--- src/tns_pkg.sv ---
`timescale 1ns / 1ps
// types, codes and constants shared by the tone note sequencer modules
// no dependencies
package tns_pkg;

  localparam int NOTE_DEPTH = 256;
  localparam int NOTE_LIMIT = (NOTE_DEPTH < 256) ? NOTE_DEPTH : 256;
  localparam int NOTE_AW    = (NOTE_LIMIT > 1) ? $clog2(NOTE_LIMIT) : 1;

  localparam int IDX_W   = 8;
  localparam int OWNER_W = 8;
  localparam int PITCH_W = 16;
  localparam int DUR_W   = 16;
  localparam int CLK_W   = 24;
  localparam int ELAP_W  = 32;
  localparam int NOTE_W  = PITCH_W + DUR_W;

  localparam logic [IDX_W:0] NOTE_LIMIT_V = (IDX_W + 1)'(NOTE_LIMIT);

  localparam logic [DUR_W-1:0]   TONE_TICKS    = 16'hffff;
  localparam logic [PITCH_W-1:0] DIVISOR_MAX   = 16'hffff;
  localparam logic [CLK_W-1:0]   TONE_CLK_RST  = 24'd1193182;
  localparam logic [PITCH_W-1:0] QUIET_PITCH_RST = 16'd59659;

  // divider steps, one quotient bit per cycle
  localparam int DIV_STEPS = CLK_W;
  localparam int DIV_CW    = $clog2(DIV_STEPS);

  // command queue between front and back
  localparam int CMD_FIFO_DEPTH = 2;
  localparam int CMD_FIFO_AW    = (CMD_FIFO_DEPTH > 1) ? $clog2(CMD_FIFO_DEPTH) : 1;

  // configuration register indexes
  localparam logic REG_TONE_CLK    = 1'b0;
  localparam logic REG_QUIET_PITCH = 1'b1;
  localparam int   CFG_AW          = 3;

  // func codes of an input word
  localparam logic [2:0] FUNC_TICK   = 3'd0;
  localparam logic [2:0] FUNC_LOAD   = 3'd1;
  localparam logic [2:0] FUNC_SONG   = 3'd2;
  localparam logic [2:0] FUNC_TONE   = 3'd3;
  localparam logic [2:0] FUNC_PAUSE  = 3'd4;
  localparam logic [2:0] FUNC_RESUME = 3'd5;
  localparam logic [2:0] FUNC_STOP   = 3'd6;

  typedef enum logic [2:0] {
    OP_TICK   = 3'd0,
    OP_LOAD   = 3'd1,
    OP_SONG   = 3'd2,
    OP_TONE   = 3'd3,
    OP_PAUSE  = 3'd4,
    OP_RESUME = 3'd5,
    OP_STOP   = 3'd6,
    OP_NOP    = 3'd7
  } op_t;

  typedef enum logic [1:0] {
    MODE_STOPPED = 2'd0,
    MODE_PLAYING = 2'd1,
    MODE_PAUSED  = 2'd2
  } mode_t;

  typedef struct packed {
    logic [2:0]         func;
    logic [OWNER_W-1:0] owner_id;
    logic [IDX_W-1:0]   note_index;
    logic [PITCH_W-1:0] pitch_hz;
    logic [DUR_W-1:0]   duration_ticks;
  } in_t;

  typedef struct packed {
    logic               speaker_enabled;
    logic [PITCH_W-1:0] tone_divisor;
    logic [1:0]         play_state;
    logic [IDX_W-1:0]   current_note;
    logic [DUR_W-1:0]   ticks_remaining;
    logic [ELAP_W-1:0]  elapsed_ticks;
    logic [OWNER_W-1:0] current_owner;
    logic               refused;
  } out_t;

  // classified command between front and back
  typedef struct packed {
    op_t                op;
    logic [OWNER_W-1:0] owner;
    logic [IDX_W-1:0]   idx;
    logic               idx_ok;
    logic [PITCH_W-1:0] pitch;
    logic [DUR_W-1:0]   dur;
  } cmd_t;

  typedef struct packed {
    logic               start;
    logic [CLK_W-1:0]   dividend;
    logic [PITCH_W-1:0] divisor;
  } div_req_t;

  typedef struct packed {
    logic               busy;
    logic               done;
    logic [PITCH_W-1:0] quotient;
  } div_rsp_t;

  // a zero pitch falls back to the rest pitch
  function automatic logic [PITCH_W-1:0] sound_pitch(input logic [PITCH_W-1:0] raw,
                                                     input logic [PITCH_W-1:0] rest);
    return (raw != '0) ? raw : rest;
  endfunction

endpackage

--- src/tns_divider.sv ---
`timescale 1ns / 1ps
// restoring divider for the tone divisor, one quotient bit per cycle, saturating
// depends on tns_pkg
module tns_divider (
  input  logic              clk,
  input  logic              rst_n,
  input  tns_pkg::div_req_t req,
  output tns_pkg::div_rsp_t rsp
);
  import tns_pkg::*;

  logic [PITCH_W-1:0] rem_r, rem_nxt;
  logic [CLK_W-1:0]   quo_r, quo_nxt;
  logic [PITCH_W-1:0] dvsr_r;
  logic [DIV_CW-1:0]  cnt_r, cnt_nxt;
  logic               busy_r, busy_nxt;
  logic               done_r, done_nxt;
  logic [PITCH_W:0]   shifted;
  logic               fits;

  assign shifted = {rem_r, quo_r[CLK_W-1]};
  assign fits    = (shifted >= {1'b0, dvsr_r});

  always_comb begin
    rem_nxt  = rem_r;
    quo_nxt  = quo_r;
    cnt_nxt  = cnt_r;
    busy_nxt = busy_r;
    done_nxt = 1'b0;
    if (req.start) begin
      rem_nxt  = '0;
      quo_nxt  = req.dividend;
      cnt_nxt  = DIV_CW'(DIV_STEPS - 1);
      busy_nxt = 1'b1;
    end else if (busy_r) begin
      rem_nxt = fits ? PITCH_W'(shifted - {1'b0, dvsr_r}) : shifted[PITCH_W-1:0];
      quo_nxt = {quo_r[CLK_W-2:0], fits};
      cnt_nxt = cnt_r - 1'b1;
      if (cnt_r == '0) begin
        busy_nxt = 1'b0;
        done_nxt = 1'b1;
      end
    end
  end

  always_ff @(posedge clk) begin
    if (!rst_n) begin
      busy_r <= 1'b0;
      done_r <= 1'b0;
      cnt_r  <= '0;
    end else begin
      busy_r <= busy_nxt;
      done_r <= done_nxt;
      cnt_r  <= cnt_nxt;
    end
  end

  always_ff @(posedge clk) begin
    rem_r <= rem_nxt;
    quo_r <= quo_nxt;
    if (req.start) begin
      dvsr_r <= req.divisor;
    end
  end

  assign rsp.busy     = busy_r;
  assign rsp.done     = done_r;
  assign rsp.quotient = (quo_r[CLK_W-1:PITCH_W] != '0) ? DIVISOR_MAX : quo_r[PITCH_W-1:0];

endmodule

--- config.mk ---
export PLATFORM = sky130hd
export DESIGN_NAME = tns_divider
export DESIGN_NICKNAME = d
export VERILOG_FILES = /design/src/tns_pkg.sv /design/src/tns_divider.sv
export SDC_FILE = /design/constraint.sdc
export NUM_CORES = 1
export LEC_CHECK = 0
export BUFFER_PORTS_ARGS = -buffer_cell sky130_fd_sc_hd__buf_2
export CAP_MARGIN = 10
export CELL_PAD_IN_SITES_DETAIL_PLACEMENT = 1
export CELL_PAD_IN_SITES_GLOBAL_PLACEMENT = 1
export CORE_ASPECT_RATIO = 1.1
export CORE_MARGIN = 2
export CORE_UTILIZATION = 48
export CTS_CLUSTER_DIAMETER = 200
export DETAILED_ROUTE_END_ITERATION = 8
export PLACE_DENSITY = 0.86
export SKIP_CTS_REPAIR_TIMING = 1
export SYNTH_ARGS = -nofsm -noshare
export SYNTH_HDL_FRONTEND = slang
export SYNTH_SLANG_ARGS = --single-unit
--- constraint.sdc ---
create_clock -name clk -period 5.3 [get_ports clk]
set_input_delay 1.06 -clock clk [delete_from_list [all_inputs] [get_ports clk]]
set_output_delay 1.06 -clock clk [all_outputs]
set_load 0.03 [all_outputs]
==> key figures <==
Detailed routing
  • Routed WL per cell: 17.7 µm
  • Initial DRT Pass Iterations: 4
  • Vias: 2938
  • Post-DRT Antenna Nets: 0
  • Post-Route WL: 9.21 mm
  • Routed vias/inst: 5.65
  • Initial DRC count: 157
  • DRC: 0

Final layout
  • Design Area, Final: 0.00423 mm²
  • # diodes: 0
  • Number of fillers in the final layout: 855
  • Commonest non-fill, non-tap cell in the layout: buf_2
  • Final #Nets: 472
  • Layout overhead on the synthesized area: 14.4%
  • Reg area: 0.00166 mm²
  • Area of the multi-input gates: 0.00184 mm²
  • Most frequent cells in the layout: buf_2, edfxtp_1, nand2_1
  • Fraction of layout cells with a size suffix above 1: 32.0%
  • Final Util: 56.6%

Timing
  • Worst-Margin Slew: 1.00 ns
  • Final Hold Slack: 0.507 ns
  • Post-route worst setup slack: 2.20 ns
  • Final min period: 3.10 ns
  • Final Max Tran Viols: 0
  • Final setup TNS: 0 ns
  • Achievable frequency: 323 MHz
  • RSZ-0062 raised after global routing: false
  • Final hold vios: 0
  • Fin crit share: 58.5%
  • Clock Skews: 0.00862 ns
  • Final setup fails: 0
  • Worst slew margin: 32.8%

Min path
  • WHS Endpoint: rem_r[15]
  • WHS Path Cells: 2
  • Hold Crit Class: reg -> reg
  • Hold_sp: rem_r[15]

Setup path
  • CP cell instances: nor4_1, nand2_1, or2_2, buf_2
  • CP max stage delay: 0.45 ns
  • Worst r2r path cells: 8
  • Setup slack, reg-to-reg: 2.37 ns
  • Slowest cell on the critical path: edfxtp_1
  • Crit start category: flip-flop
  • Critical path class: reg -> out
  • Worst R2R Start: dvsr_r[11]
  • Critical Path RT: 4.24 ns
  • Largest fanout on the critical path: 16
  • CP arrival: 2.04 ns
  • Crit. End Element: output port
  • Reg2Reg Capture Point: rem_r[7]

Placed design
  • Dpl hpwl: 6.74 mm
  • Gpl congestion: 0.858
  • Setup WS pre-CTS: 2.35 ns
  • PortBufs: 60
  • Placed Area: 0.00404 mm²

Clocking
  • Clock Path Buffers: 2
  • Clk sinks: 63
  • Number of CTS-inserted buffers: 9
  • Clock Tree Root: clkbuf_8
  • CTS H-Tree Depth: 3
  • CTS tree: built
  • Clock Latency Late Sink: 0.35 ns
  • Clock-pin slew on the worst setup and hold paths: 0.07 ns

GRT
  • Vias in the first global route: 3075
  • First-pass GRT wire length: 14.8 mm
  • Antenna violations before repair: 0
  • Routing usage on met3: 4.46%
  • Global Route met2 Usage: 37.2%
  • Gr busiest metal: met2
  • GRT Util Overall: 23.1%
  • Largest net degree at the start of global routing: 54
  • Met1 GRT Util: 28.8%
  • Total gr overflow: 0

Floorplan
  • Die Ht: 96.1 µm
  • Starting density of the core: 49.5%
  • Row count: 33
  • Top Ports: 61
  • Die width: 87.7 µm
  • Die ar.: 0.00842 mm²
  • Core Box Area: 0.00747 mm²

Job
  • Max-cap violations: 0

Yosys
  • Number of synthesized flops with an enable pin: 40
  • FFs w/ async S/R, synth: 0%
  • Ys Warns: 0
  • Synthesized area per cell: 10.4 µm²
  • Count of different cell masters after synthesis: 66
  • Sequential-to-total area share from yosys stat: 44.9%
  • Top_reg_cell synth: edfxtp_1
  • Syn Nets: 416
  • Synthesized area: 0.00370 mm²
  • Synth Register Bits: 63
  • Mapped Cells: 354

Pwr
  • LEAKAGE: 1.71 nW
  • Peak supply drop: 0.000160 V
  • PD cells: 282 mW/mm²

Outcome
  • Status: complete, no violations
logic make-up (layout without fill, tap and decap cells):
logic type / Yosys count / count (layout) / share of synthesized area (%)
AOI/OAI and AO/OA: 78 / 78 / 16.6
muxes: 24 / 24 / 7.31
buffers and inverters: 44 / 105 / 5.41
and+or+nand+nor: 114 / 114 / 16.2
xor gates and xnor gates: 12 / 12 / 2.84
adders and majority gates: 19 / 19 / 6.63
DFF: 63 / 63 / 44.9
cell type report:
| cell class | instances | share of cell area (%) |
|---|---|---|
| multi-input cells | 247 | 43.4 |
| flip-flops and latches | 63 | 39.3 |
| repair buffers | 61 | 7.28 |
| well taps | 105 | 3.11 |
| clock buffers | 10 | 3.02 |
| inverters | 28 | 2.48 |
| clock inverters | 6 | 1.45 |
power breakdown:
group          switching, mW  total (mW)  internal [mW]
Clock                  0.197       0.412          0.216
Combinational          0.108       0.188         0.0801
Sequential            0.0242       0.590          0.566
worst max-delay path, delay by kind of cell (launching register included):
family                 cells  cell delay, ns
AND/OR/NAND/NOR            3            1.06
flip-flops                 1            0.45
buffers and inverters      1            0.18
metal layers:
| layer | up-vias | part of all wire (%) |
|---|---|---|
| li1 | 1406 | - |
| met1 | 1413 | 42 |
| met2 | 94 | 50 |
| met3 | 25 | 5.0 |
| met4 | 0 | 3.2 |
| met5 | - | 0 |
synthesized netlist by cell type, types with 7 or more instances:
| cell | number | area share (%) |
|---|---|---|
| a21oi_1 | 13 | 1.8 |
| mux2_2 | 24 | 7.3 |
| nor2_1 | 23 | 2.3 |
| inv_1 | 27 | 2.7 |
| ha_1 | 18 | 6.1 |
| clkbuf_1 | 9 | 0.91 |
| o211ai_1 | 7 | 1.4 |
| edfxtp_1 | 40 | 32 |
| nand2_1 | 29 | 2.9 |
| or2_2 | 16 | 2.7 |
| o21ai_0 | 11 | 1.5 |
| xnor2_1 | 7 | 1.7 |
| nor3_1 | 11 | 1.5 |
| dfxtp_1 | 23 | 12 |
worst max-delay path by stage:
| stage | from | end | cells past startpoint |
|---|---|---|---|
| final | quo_r[23] | rsp[1] | 4 |
| after global routing | quo_r[23] | rsp[1] | 4 |
| after CTS | quo_r[23] | rsp[14] | 4 |
| after detailed placement | req[40] | quo_r[7] | 3 |
| after global placement | req[40] | quo_r[6] | 3 |
| after floorplan | req[40] | quo_r[0] | 4 |
registers in the layout, summed over array words and instances (netlist names):
register and count:
quo_r 24, done_r 1, busy_r 1, rem_r 16
cnt_r 5, dvsr_r 16
stage by stage:
stage                     cells  power, mW
after floorplan             354      0.729
after global placement      504      0.778
after detailed placement    504      0.788
after CTS                   520       1.20
after global routing        520       1.24
final                       520       1.19
(Power assumes the default switching activity.)
